[src/design/fwpk_pkg.sv]
// Shared types and command codes for the byte queue with purge by key.
package fwpk_pkg;

    localparam logic [1:0] CMD_PUSH  = 2'd0;
    localparam logic [1:0] CMD_POP   = 2'd1;
    localparam logic [1:0] CMD_PURGE = 2'd2;

    typedef struct packed {
        logic [1:0] cmd;
        logic [7:0] value;
    } t_req;

    typedef struct packed {
        logic [4:0] fill_count;
        logic [7:0] front_byte;
        logic       front_valid;
        logic       push_dropped;
        logic [4:0] purged_count;
    } t_rsp;

endpackage

[src/design/fwpk_chan_if.sv]
// Valid/ready channel interface carrying one request or result per handshake.
interface fwpk_chan_if #(
    parameter type T_DATA = logic
);
    logic  valid;
    logic  ready;
    T_DATA data;

    modport source (output valid, output data, input ready);
    modport sink   (input valid, input data, output ready);
endinterface

[src/design/fwpk_ram.sv]
// Entry store: one write port, one read port with registered read data.
module fwpk_ram #(
    parameter int DEPTH = 16,
    localparam int AW   = (DEPTH > 1) ? $clog2(DEPTH) : 1
) (
    input  logic          i_clk,
    input  logic          i_we,
    input  logic [AW-1:0] i_waddr,
    input  logic [7:0]    i_wdata,
    input  logic          i_re,
    input  logic [AW-1:0] i_raddr,
    output logic [7:0]    o_rdata
);
    logic [7:0] r_mem [DEPTH];
    logic [7:0] r_rdata;

    always_ff @(posedge i_clk) begin
        if (i_we) begin
            r_mem[i_waddr] <= i_wdata;
        end
    end

    always_ff @(posedge i_clk) begin
        if (i_re) begin
            r_rdata <= r_mem[i_raddr];
        end
    end

    assign o_rdata = r_rdata;
endmodule

[src/design/fwpk_ctrl.sv]
// Sequencer: ring pointers, purge compaction pass, front readback, result register.
module fwpk_ctrl #(
    parameter int DEPTH = 16,
    localparam int AW   = (DEPTH > 1) ? $clog2(DEPTH) : 1,
    localparam int CW   = $clog2(DEPTH + 1)
) (
    input  logic          i_clk,
    input  logic          i_rst_n,
    fwpk_chan_if.sink     i_req,
    fwpk_chan_if.source   o_rsp,
    output logic          o_ram_we,
    output logic [AW-1:0] o_ram_waddr,
    output logic [7:0]    o_ram_wdata,
    output logic          o_ram_re,
    output logic [AW-1:0] o_ram_raddr,
    input  logic [7:0]    i_ram_rdata
);
    typedef enum logic [3:0] {
        S_IDLE  = 4'b0001,
        S_SCAN  = 4'b0010,
        S_FRONT = 4'b0100,
        S_CAPT  = 4'b1000
    } t_state;

    t_state          r_state, n_state;
    logic [CW-1:0]   r_count, n_count;
    logic [AW-1:0]   r_head, n_head;
    logic [AW-1:0]   r_rd_ptr, n_rd_ptr;
    logic [AW-1:0]   r_wr_ptr, n_wr_ptr;
    logic [CW-1:0]   r_left, n_left;
    logic            r_pend, n_pend;
    logic [CW-1:0]   r_kept, n_kept;
    logic [CW-1:0]   r_removed, n_removed;
    logic            r_dropped, n_dropped;
    logic [7:0]      r_key, n_key;
    logic            r_out_valid, n_out_valid;
    fwpk_pkg::t_rsp  r_out, n_out;

    logic [AW:0]     w_sum;
    logic [AW:0]     w_tail;
    logic            w_accept;

    function automatic logic [AW-1:0] f_inc(input logic [AW-1:0] p);
        return (p == AW'(DEPTH - 1)) ? '0 : p + 1'b1;
    endfunction

    function automatic logic [4:0] f_low5(input logic [CW-1:0] v);
        logic [CW+4:0] w;
        w = {5'b0, v};
        return w[4:0];
    endfunction

    assign w_accept    = i_req.valid && i_req.ready;
    assign i_req.ready = (r_state == S_IDLE);
    assign o_rsp.valid = r_out_valid;
    assign o_rsp.data  = r_out;

    assign w_sum  = {1'b0, r_head} + (AW + 1)'(r_count);
    assign w_tail = (w_sum >= (AW + 1)'(DEPTH)) ? w_sum - (AW + 1)'(DEPTH) : w_sum;

    always_comb begin
        n_state     = r_state;
        n_count     = r_count;
        n_head      = r_head;
        n_rd_ptr    = r_rd_ptr;
        n_wr_ptr    = r_wr_ptr;
        n_left      = r_left;
        n_pend      = r_pend;
        n_kept      = r_kept;
        n_removed   = r_removed;
        n_dropped   = r_dropped;
        n_key       = r_key;
        n_out       = r_out;
        n_out_valid = r_out_valid;
        o_ram_we    = 1'b0;
        o_ram_waddr = r_wr_ptr;
        o_ram_wdata = i_ram_rdata;
        o_ram_re    = 1'b0;
        o_ram_raddr = r_rd_ptr;

        if (o_rsp.valid && o_rsp.ready) begin
            n_out_valid = 1'b0;
        end

        unique case (r_state)
            S_IDLE: begin
                if (w_accept) begin
                    n_key     = i_req.data.value;
                    n_dropped = 1'b0;
                    n_removed = '0;
                    n_state   = S_FRONT;
                    unique case (i_req.data.cmd)
                        fwpk_pkg::CMD_PUSH: begin
                            if (r_count < CW'(DEPTH)) begin
                                o_ram_we    = 1'b1;
                                o_ram_waddr = w_tail[AW-1:0];
                                o_ram_wdata = i_req.data.value;
                                n_count     = r_count + 1'b1;
                            end else begin
                                n_dropped = 1'b1;
                            end
                        end
                        fwpk_pkg::CMD_POP: begin
                            if (r_count != '0) begin
                                n_head  = f_inc(r_head);
                                n_count = r_count - 1'b1;
                            end
                        end
                        fwpk_pkg::CMD_PURGE: begin
                            n_rd_ptr = r_head;
                            n_wr_ptr = r_head;
                            n_left   = r_count;
                            n_pend   = 1'b0;
                            n_kept   = '0;
                            n_state  = S_SCAN;
                        end
                        default: begin
                            n_state = S_FRONT;
                        end
                    endcase
                end
            end
            S_SCAN: begin
                if (r_pend) begin
                    if (i_ram_rdata == r_key) begin
                        n_removed = r_removed + 1'b1;
                    end else begin
                        o_ram_we    = 1'b1;
                        o_ram_waddr = r_wr_ptr;
                        o_ram_wdata = i_ram_rdata;
                        n_wr_ptr    = f_inc(r_wr_ptr);
                        n_kept      = r_kept + 1'b1;
                    end
                end
                if (r_left != '0) begin
                    o_ram_re    = 1'b1;
                    o_ram_raddr = r_rd_ptr;
                    n_rd_ptr    = f_inc(r_rd_ptr);
                    n_left      = r_left - 1'b1;
                    n_pend      = 1'b1;
                end else begin
                    n_pend = 1'b0;
                    if (!r_pend) begin
                        n_count = r_kept;
                        n_state = S_FRONT;
                    end
                end
            end
            S_FRONT: begin
                o_ram_re    = 1'b1;
                o_ram_raddr = r_head;
                n_state     = S_CAPT;
            end
            S_CAPT: begin
                if (!r_out_valid || o_rsp.ready) begin
                    n_out.fill_count   = f_low5(r_count);
                    n_out.front_valid  = (r_count != '0);
                    n_out.front_byte   = (r_count != '0) ? i_ram_rdata : 8'd0;
                    n_out.push_dropped = r_dropped;
                    n_out.purged_count = f_low5(r_removed);
                    n_out_valid        = 1'b1;
                    n_state            = S_IDLE;
                end
            end
            default: begin
                n_state = S_IDLE;
            end
        endcase
    end

    always_ff @(posedge i_clk) begin
        if (!i_rst_n) begin
            r_state     <= S_IDLE;
            r_count     <= '0;
            r_head      <= '0;
            r_rd_ptr    <= '0;
            r_wr_ptr    <= '0;
            r_left      <= '0;
            r_pend      <= 1'b0;
            r_kept      <= '0;
            r_removed   <= '0;
            r_dropped   <= 1'b0;
            r_out_valid <= 1'b0;
        end else begin
            r_state     <= n_state;
            r_count     <= n_count;
            r_head      <= n_head;
            r_rd_ptr    <= n_rd_ptr;
            r_wr_ptr    <= n_wr_ptr;
            r_left      <= n_left;
            r_pend      <= n_pend;
            r_kept      <= n_kept;
            r_removed   <= n_removed;
            r_dropped   <= n_dropped;
            r_out_valid <= n_out_valid;
        end
    end

    always_ff @(posedge i_clk) begin
        r_key <= n_key;
        r_out <= n_out;
    end

    a_count_bound: assert property (@(posedge i_clk) disable iff (!i_rst_n)
        r_count <= CW'(DEPTH))
        else $error("occupancy above store depth");

    a_scan_tally: assert property (@(posedge i_clk) disable iff (!i_rst_n)
        (r_state == S_SCAN) |-> ((CW + 1)'(r_kept) + (CW + 1)'(r_removed)
            + (CW + 1)'(r_left) + (CW + 1)'(r_pend) == (CW + 1)'(r_count)))
        else $error("purge pass lost track of entries");

    a_push_grows: assert property (@(posedge i_clk) disable iff (!i_rst_n)
        (w_accept && (i_req.data.cmd == fwpk_pkg::CMD_PUSH) && (r_count < CW'(DEPTH)))
        |=> (r_count == $past(r_count) + 1'b1))
        else $error("push into free slot did not grow occupancy");

    a_scan_no_collide: assert property (@(posedge i_clk) disable iff (!i_rst_n)
        (o_ram_we && o_ram_re && (r_state == S_SCAN)) |-> (o_ram_waddr != o_ram_raddr))
        else $error("compaction write hit the entry being read");
endmodule

[src/design/fifo_with_purge_by_key.sv]
// Top level of the byte queue with purge by key.
//
//   port   | dir | payload          | handshake
//   -------+-----+------------------+-------------------------------
//   i_req  | in  | cmd, value       | valid/ready, one request
//   o_rsp  | out | fill, front, flags | valid/ready, one result
//
// Push, pop and unused commands pass through a front read and a capture state before the
// result is raised, and the next request is taken once the capture is done; a purge first
// runs its compaction pass, one read per held entry plus drain, then front read, capture.
// Synchronous active-low reset empties the queue; store contents are not cleared.
// Requests are taken only while no command is in progress; a finished result
// waits in the output register, and a new request may enter while it waits.
module fifo_with_purge_by_key #(
    parameter int DEPTH = 16
) (
    input  logic        i_clk,
    input  logic        i_rst_n,
    fwpk_chan_if.sink   i_req,
    fwpk_chan_if.source o_rsp
);
    localparam int AW = (DEPTH > 1) ? $clog2(DEPTH) : 1;

    logic          w_we;
    logic [AW-1:0] w_waddr;
    logic [7:0]    w_wdata;
    logic          w_re;
    logic [AW-1:0] w_raddr;
    logic [7:0]    w_rdata;

    fwpk_ctrl #(
        .DEPTH (DEPTH)
    ) u_ctrl (
        .i_clk       (i_clk),
        .i_rst_n     (i_rst_n),
        .i_req       (i_req),
        .o_rsp       (o_rsp),
        .o_ram_we    (w_we),
        .o_ram_waddr (w_waddr),
        .o_ram_wdata (w_wdata),
        .o_ram_re    (w_re),
        .o_ram_raddr (w_raddr),
        .i_ram_rdata (w_rdata)
    );

    fwpk_ram #(
        .DEPTH (DEPTH)
    ) u_ram (
        .i_clk   (i_clk),
        .i_we    (w_we),
        .i_waddr (w_waddr),
        .i_wdata (w_wdata),
        .i_re    (w_re),
        .i_raddr (w_raddr),
        .o_rdata (w_rdata)
    );
endmodule

[src/flat_wrapper.sv]
// flat-port wrapper written by rule: the top's interface ports become plain ports
module fifo_with_purge_by_key_flat 
#(
    parameter int DEPTH = 16
)
  (i_clk, i_rst_n, i_req_valid, i_req_data, i_req_ready, o_rsp_valid, o_rsp_data, o_rsp_ready);
  fwpk_chan_if #(.T_DATA(fwpk_pkg::t_req)) i_req_i ();
  fwpk_chan_if #(.T_DATA(fwpk_pkg::t_rsp)) o_rsp_i ();
  input  logic i_clk;
  input  logic i_rst_n;
  input wire logic [$bits(i_req_i.valid)-1:0] i_req_valid;
  input wire logic [$bits(i_req_i.data)-1:0] i_req_data;
  output wire logic [$bits(i_req_i.ready)-1:0] i_req_ready;
  output wire logic [$bits(o_rsp_i.valid)-1:0] o_rsp_valid;
  output wire logic [$bits(o_rsp_i.data)-1:0] o_rsp_data;
  input wire logic [$bits(o_rsp_i.ready)-1:0] o_rsp_ready;
  assign i_req_i.valid = i_req_valid;
  assign i_req_i.data = i_req_data;
  assign i_req_ready = i_req_i.ready;
  assign o_rsp_valid = o_rsp_i.valid;
  assign o_rsp_data = o_rsp_i.data;
  assign o_rsp_i.ready = o_rsp_ready;
  fifo_with_purge_by_key #(.DEPTH(DEPTH)) u_core (.i_clk(i_clk), .i_rst_n(i_rst_n), .i_req(i_req_i), .o_rsp(o_rsp_i));
endmodule
[config.mk]
export PLATFORM = sky130hd
export DESIGN_NAME = fifo_with_purge_by_key_flat
export DESIGN_NICKNAME = d
export VERILOG_FILES = /design/src/design/fwpk_pkg.sv /design/src/design/fwpk_chan_if.sv /design/src/design/fwpk_ram.sv /design/src/design/fwpk_ctrl.sv /design/src/design/fifo_with_purge_by_key.sv /design/src/flat_wrapper.sv
export SDC_FILE = /design/constraint.sdc
export NUM_CORES = 1
export LEC_CHECK = 0
export BUFFER_PORTS_ARGS = -buffer_cell sky130_fd_sc_hd__buf_2
export CAP_MARGIN = 10
export CELL_PAD_IN_SITES_DETAIL_PLACEMENT = 0
export CELL_PAD_IN_SITES_GLOBAL_PLACEMENT = 1
export CORE_MARGIN = 8
export CORE_UTILIZATION = 47
export CTS_BUF_LIST = sky130_fd_sc_hd__clkbuf_4
export DETAILED_ROUTE_END_ITERATION = 8
export GPL_ROUTABILITY_DRIVEN = 0
export GPL_TIMING_DRIVEN = 1
export PLACE_DENSITY_LB_ADDON = 0.08
export SLEW_MARGIN = 10
export SYNTH_ARGS = -nofsm -noshare
export SYNTH_HDL_FRONTEND = slang
export SYNTH_SLANG_ARGS = --single-unit
[constraint.sdc]
create_clock -name i_clk -period 2.7 [get_ports i_clk]
set_input_delay 0.135 -clock i_clk [delete_from_list [all_inputs] [get_ports i_clk]]
set_output_delay 0.135 -clock i_clk [all_outputs]
set_load 0.02 [all_outputs]
; ---- After elaboration in Yosys (flattened, before gate mapping)
; Memories as Yosys holds them, arrays and structs flattened. A register that Yosys moved wholly into a read port is not among the register bits.
; Cells that the tools add are included.
[totals]
mem_count = 1
romBits = 0
output_inout_bits = 22
latchBits = 0
mem_bits_rw = 128
reg_bits = 67
inputBits = 14
[mem_list]
columns = memory, depth, word_bits, rd, rd_clocked_by_memory_dff, write_ports, line
row1 = u_core.u_ram.r_mem, 16, 8, 1, 1, 1, fwpk_ram.sv:14  ; logic [7:0] r_mem [DEPTH];
[op_classes]
n_mul = 0
n_shift = 0
eq_ne = 22
muxes = 64
reduce_logical = 17
add_sub_neg = 10
bitwise = 0
magnitude_cmp = 2
div = 0
[ops]
columns = cell, count
row1 = 2-to-1 mux 5 bit, 15
row2 = 2-to-1 mux 4 bit, 18
row3 = one-hot mux 5 bit (2 select lines), 5
row4 = 2-to-1 mux 8 bit, 4
row5 = equality test 4 bit (second input constant), 4
row6 = one-hot mux 4 bit (2 select lines), 2
row7 = one-hot mux 4 bit (4 select lines), 1
row8 = AND reduction 4 bit, 4
row9 = adder 5 x 1 -> 5 bit (second input constant), 3
row10 = 2-to-1 mux 1 bit, 15
row11 = inequality test 2 bit (second input constant), 7
row12 = adder 4 x 1 -> 4 bit (second input constant), 3
row13 = nonzero test 5 bit, 2
row14 = subtractor 5 x 1 -> 5 bit (second input constant), 2
row15 = equality test 8 bit, 1
row16 = AND reduction 7 bit, 1
row17 = inequality test 3 bit (second input constant), 2
row18 = one-hot mux 1 bit (2 select lines), 3
row19 = adder 4 x 5 -> 5 bit, 1
row20 = greater-or-equal comparator 5 bit (second input constant), 1
row21 = < comparator 5 bit (second input constant), 1
row22 = AND reduction 5 bit, 1
row23 = equality test 4 x 1 -> 1 bit (second input constant), 1
row24 = equality test 4 x 2 -> 1 bit (second input constant), 1
row25 = 14 further kinds, 17

; ---- Logic depth before layout (Yosys ltp)
[depth]
depth_word = 7
depth_mapped = 10
ltp_nobuf = 9

; ---- By module
; From an unflattened synthesis, not the netlist that was laid out.
[unflattened]
hier_cells = 583
hier_area_um2 = 8790.9
[modules_own_cells]
columns = mod, instances, cells_each, seq_area_each_um2, area_each_um2
row1 = fwpk_ram, 1, 229, 4083.9, 5227.5
row2 = fwpk_ctrl, 1, 354, 1621.6, 3563.4

; ---- Worst setup path after synthesis
; OpenSTA, ideal clock, no wires.
[synth_path]
path_kind = reg2reg
startpoint = register u_core.u_ctrl.r_state[3]
endpoint = memory u_core.u_ram.r_mem[13][0] (enable)
setup_ns = 0.370
n_path_buf = 1
t_arrival_ns = 2.430
path_stages_with_launch = 9
setup_slack_ns = -0.100
required_ns = 2.330
cell_sequence = dfxtp_1 > buf_4 > nor4b_4 > nand2_2 > inv_2 > nand3b_2 > mux2i_1 > or2_2 > nor2_1
[synth_between]
elab_chain_len = 6
[synth_lines]
columns = element, line
row1 = from (decl), fwpk_ctrl.sv:25  ; t_state r_state, n_state;
row2 = from (signal assigned), fwpk_ctrl.sv:185  ; r_state <= n_state;
row3 = equality test 4 x 1 -> 1 bit (*), fwpk_ctrl.sv:54  ; assign i_req.ready = (r_state == S_IDLE);
row4 = via i_req_ready, flat_wrapper.sv:13  ; output wire logic [$bits(i_req_i.ready)-1:0] i_req_ready;
row5 = logical AND 1 bit, fwpk_ctrl.sv:53  ; assign w_accept = i_req.valid && i_req.ready;
row6 = 2-to-1 mux 1 bit, fwpk_ctrl.sv:87  ; if (w_accept) begin
row7 = one-hot mux 1 bit (2 select lines), fwpk_ctrl.sv:85  ; unique case (r_state)
row8 = 2-to-1 mux 1 bit, fwpk_ram.sv:18  ; if (i_we) begin
row9 = 2-to-1 mux 1 bit (implied by the code), fwpk_ram.sv:19  ; r_mem[i_waddr] <= i_wdata;
row10 = to (decl), fwpk_ram.sv:14
; The timed path passes the listed nets; every way through them passes the cells marked *.

; ---- Final worst setup path
[layout_path]
startpoint = register u_core.u_ctrl.r_state[1]
endpoint = memory u_core.u_ram.r_mem[7][4] (enable)
[layout_between]
elab_chain_len = 6
[layout_lines]
columns = element, line
row1 = equality test 4 x 1 -> 1 bit, "fwpk_ctrl.sv:54, fwpk_ctrl.sv:85"
row2 = logical AND 1 bit, fwpk_ctrl.sv:53
row3 = 2-to-1 mux 1 bit, fwpk_ctrl.sv:87
row4 = one-hot mux 1 bit (2 select lines), fwpk_ctrl.sv:85
row5 = 2-to-1 mux 1 bit, fwpk_ram.sv:18
row6 = 2-to-1 mux 1 bit (implied by the code), fwpk_ram.sv:19
; Parallel ways exist; a longest one is shown, timed or not.

==> flow_summary.json <==
{
  "skew_ns": 0.0333,
  "placed_cell_area_sq_mm": 0.00950,
  "postRouteAntennaNets": 0,
  "grt_pass1_vias": 6444,
  "fmax_ghz": 0.383,
  "yosysTopAreaCell": "edfxtp_1",
  "report.final.slew_viol_count": 0,
  "antenna_found_initial": 1,
  "ios": 36,
  "cp-start-kind": "register",
  "cts_htree_levels": 2,
  "nets": 890,
  "finalHoldViolCount": 0,
  "yosysSeqAreaShare": 0.650,
  "synth_top_area_frac": 0.561,
  "syn_area_per_cell_sq_um": 11.9,
  "hold_ws_ns": 0.229,
  "cts_made_buffers": 53,
  "first_pass_iters": 4,
  "arrival_ns": 2.87,
  "regToRegSetupSlack_ns": 0.09,
  "portBuffers": 35,
  "ys_top_cells_by_area": "edfxtp_1, dfxtp_1, nand2_1",
  "cap_violations": 0,
  "hold_class": "input port to register",
  "yosys-top-cells-count": "edfxtp_1, nand2_1, nand3_1, nor2_1, dfxtp_1",
  "status": "completed",
  "hold_end": "u_core.u_ctrl.r_key[2]",
  "ys_seq_elements": 203,
  "ys.flop_type": "edfxtp_1",
  "initial_core_util": 0.474,
  "crit_path_end_kind": "register",
  "dpl.hpwl_um": 15000,
  "r2r_start": "u_core.u_ctrl.r_state[1]",
  "vdd_drop_max_v": 0.000426,
  "viasPerCell": 5.44,
  "drt_wl_total_um": 21500,
  "grt_pass1_wl_um": 34300,
  "gr-usage-met3": 0.0476,
  "rsz0062_at_grt": "true",
  "cts_tree": "yes",
  "critPathKind": "register to register",
  "regArea_sq_mm": 0.00571,
  "cts_buffer_depth": 3,
  "synth_most_common_cell": "edfxtp_1",
  "synth_edf_count": 164,
  "wl_per_cell_um": 18.9,
  "drt_iter0_markers": 417,
  "slowest_stage": "nor2_1",
  "die_h_um": 153,
  "ys_async_sr_fraction": 0,
  "fillers": 1614,
  "drc": 0,
  "post-place-ws_ns": -0.0982,
  "grt_use_total": 0.186,
  "setup_viol": 0,
  "min_period_ns": 2.61,
  "clk_pin_slew_ns": 0.07,
  "grt_overflow": 0,
  "core_sq_mm": 0.0185,
  "row_count": 50,
  "cpPeakStageDelay_ns": 0.63,
  "use_met2": 0.307,
  "netlist_area_sq_mm": 0.00878,
  "reg2reg_to": "u_core.u_ram.r_mem[7][4]",
  "dieWidth_um": 153,
  "die-area_sq_mm": 0.0233,
  "clock-sinks": 203,
  "root_buffer": "clkbuf_4",
  "synthCells": 738,
  "worstMarginPinSlew_ns": 1.05,
  "r2r.worst_path.cells": 7,
  "required_ns": 2.96,
  "cp_max_fo": 8,
  "multi_input_area_sq_mm": 0.00289,
  "clk_latency_ns": 0.66,
  "grt_max_degree": 31,
  "min-delay-start": "i_req_data[2]",
  "ys_warn_count": 0,
  "fin_ws_ns": 0.0915,
  "path_cells": "nor4b_4 > nand2_2 > inv_2 > nand3b_2 > mux2i_1 > nand2b_1 > nor2_1",
  "final_area_sq_mm": 0.0104,
  "power.density_mw_per_mm2": 676,
  "fin_crit_sh": 0.966,
  "relSlewSlack": 0.299,
  "vias": 6199,
  "busiest_layer": "met2",
  "layout-drive-gt1-share": 0.238,
  "syn2layout_area_growth_pct": 19.0,
  "synth.distinct_cells": 61,
  "hold_path_depth": 2,
  "p_leak_nw": 3.88,
  "grt.met1_usage": 0.227,
  "synth_nets": 766
}
-- metrics by stage --
| step | std cells | utilization | TNS (ns) | power, mW |
|---|---|---|---|---|
| floorplan | 738 | - | -3.25 | 4.03 |
| global placement | 1023 | 0.513 | -0.0144 | 4.29 |
| detailed placement | 1023 | 0.513 | -0.363 | 4.31 |
| CTS | 1135 | 0.561 | 0 | 7.15 |
| global route | 1140 | 0.564 | -2.45 | 7.40 |
| finish | 1140 | 0.564 | 0 | 7.06 |
-- final cells by class --
class,count,share of cell area
flip-flops and latches,203,0.546
multi-input cells,485,0.277
repair buffers,106,0.0738
clock buffers,82,0.0589
well taps,234,0.0280
clock inverters,15,0.0114
inverters,13,0.00467
diodes,2,0.000479
-- power by group --
part	total [mW]	switching, mW	internal (mW)
sequential	3.52	0.0486	3.47
clock	2.80	1.22	1.58
combinational	0.738	0.459	0.279
-- metal layers --
layer,vias to the layer above,wire [um]
met4,0,576
met2,202,10300
met3,38,1380
met1,2985,9220
met5,-,0
li1,2974,-
-- kinds of logic (layout without fill, tap and decap cells) --
kind of cell    Yosys count  count (layout)  synth area share
compound gates           84              84            0.0653
xor+xnor                 23              23            0.0229
fa+ha+maj                14              14            0.0217
buf+inv                  50             216            0.0266
flops                   203             203             0.650
mux                      26              26            0.0355
other cells               0               2                 0
simple gates            338             338             0.178
-- state kept, by name, summed over array words and instances (netlist names) --
signal                     count
u_core.u_ctrl.o_rsp.data      20
u_core.u_ctrl.o_rsp.valid      1
u_core.u_ctrl.r_count          5
u_core.u_ctrl.r_dropped        1
u_core.u_ctrl.r_head           4
u_core.u_ctrl.r_kept           5
u_core.u_ctrl.r_key            8
u_core.u_ctrl.r_left           5
u_core.u_ctrl.r_pend           1
u_core.u_ctrl.r_rd_ptr         4
u_core.u_ctrl.r_removed        5
u_core.u_ctrl.r_state          4
u_core.u_ctrl.r_wr_ptr         4
u_core.u_ram.o_rdata           8
u_core.u_ram.r_mem           128
-- critical path: cells and delay by family, from the launching register on --
family | cells | cell delay (ns)
AND/OR/NAND/NOR | 5 | 1.38
buffers and inverters | 1 | 0.07
flip-flops | 1 | 0.42
multiplexers | 1 | 0.37
-- placed cells by master (no fill, tap or decap), drive strengths merged, types with 2 or more instances in the layout --
cell / n
clkinv: 12
a221oi: 2
edfxtp: 164
a311oi: 6
diode: 2
nor4b: 4
nor4: 3
a31oi: 11
o32a: 2
a21o: 3
nor2b: 10
dfxtp: 39
mux4: 2
a211oi: 3
buf: 91
o211ai: 4
a32oi: 3
dlygate4sd3: 15
clkbuf: 82
nand3: 71
nand2: 150
nand2b: 5
inv: 14
bufinv: 2
xnor2: 5
o2111ai: 2
nand3b: 4
nor2: 58
a21oi: 26
a22oi: 2
ha: 12
nor3: 12
nand4: 15
o21ai: 10
mux2: 12
mux2i: 12
fa: 2
xor2: 18
-- worst max-delay path by stage --
stage                             startpoint                   endpoint  cells past startpoint
floorplan           u_core.u_ctrl.r_state[3]  u_core.u_ram.r_mem[13][0]                      8
global placement    u_core.u_ctrl.r_state[0]    u_core.u_ram.o_rdata[0]                      8
detailed placement  u_core.u_ctrl.r_state[2]    u_core.u_ram.o_rdata[2]                      7
CTS                 u_core.u_ctrl.r_state[0]    u_core.u_ram.o_rdata[1]                      9
global route        u_core.u_ctrl.r_count[1]   u_core.u_ram.r_mem[5][4]                      7
finish              u_core.u_ctrl.r_state[1]   u_core.u_ram.r_mem[7][4]                      7
-- what timing repair did --
| item | CTS | global route |
|---|---|---|
| buffers inserted | 0 | 3 |
| resized for setup | 1 | 5 |
| hold buffers | 15 | 0 |
| cloned | 0 | 0 |
| hold endpoints to repair | 23 | 0 |
| setup endpoints to repair | 6 | 55 |
No activity file was read; power rests on OpenSTA's default activity.
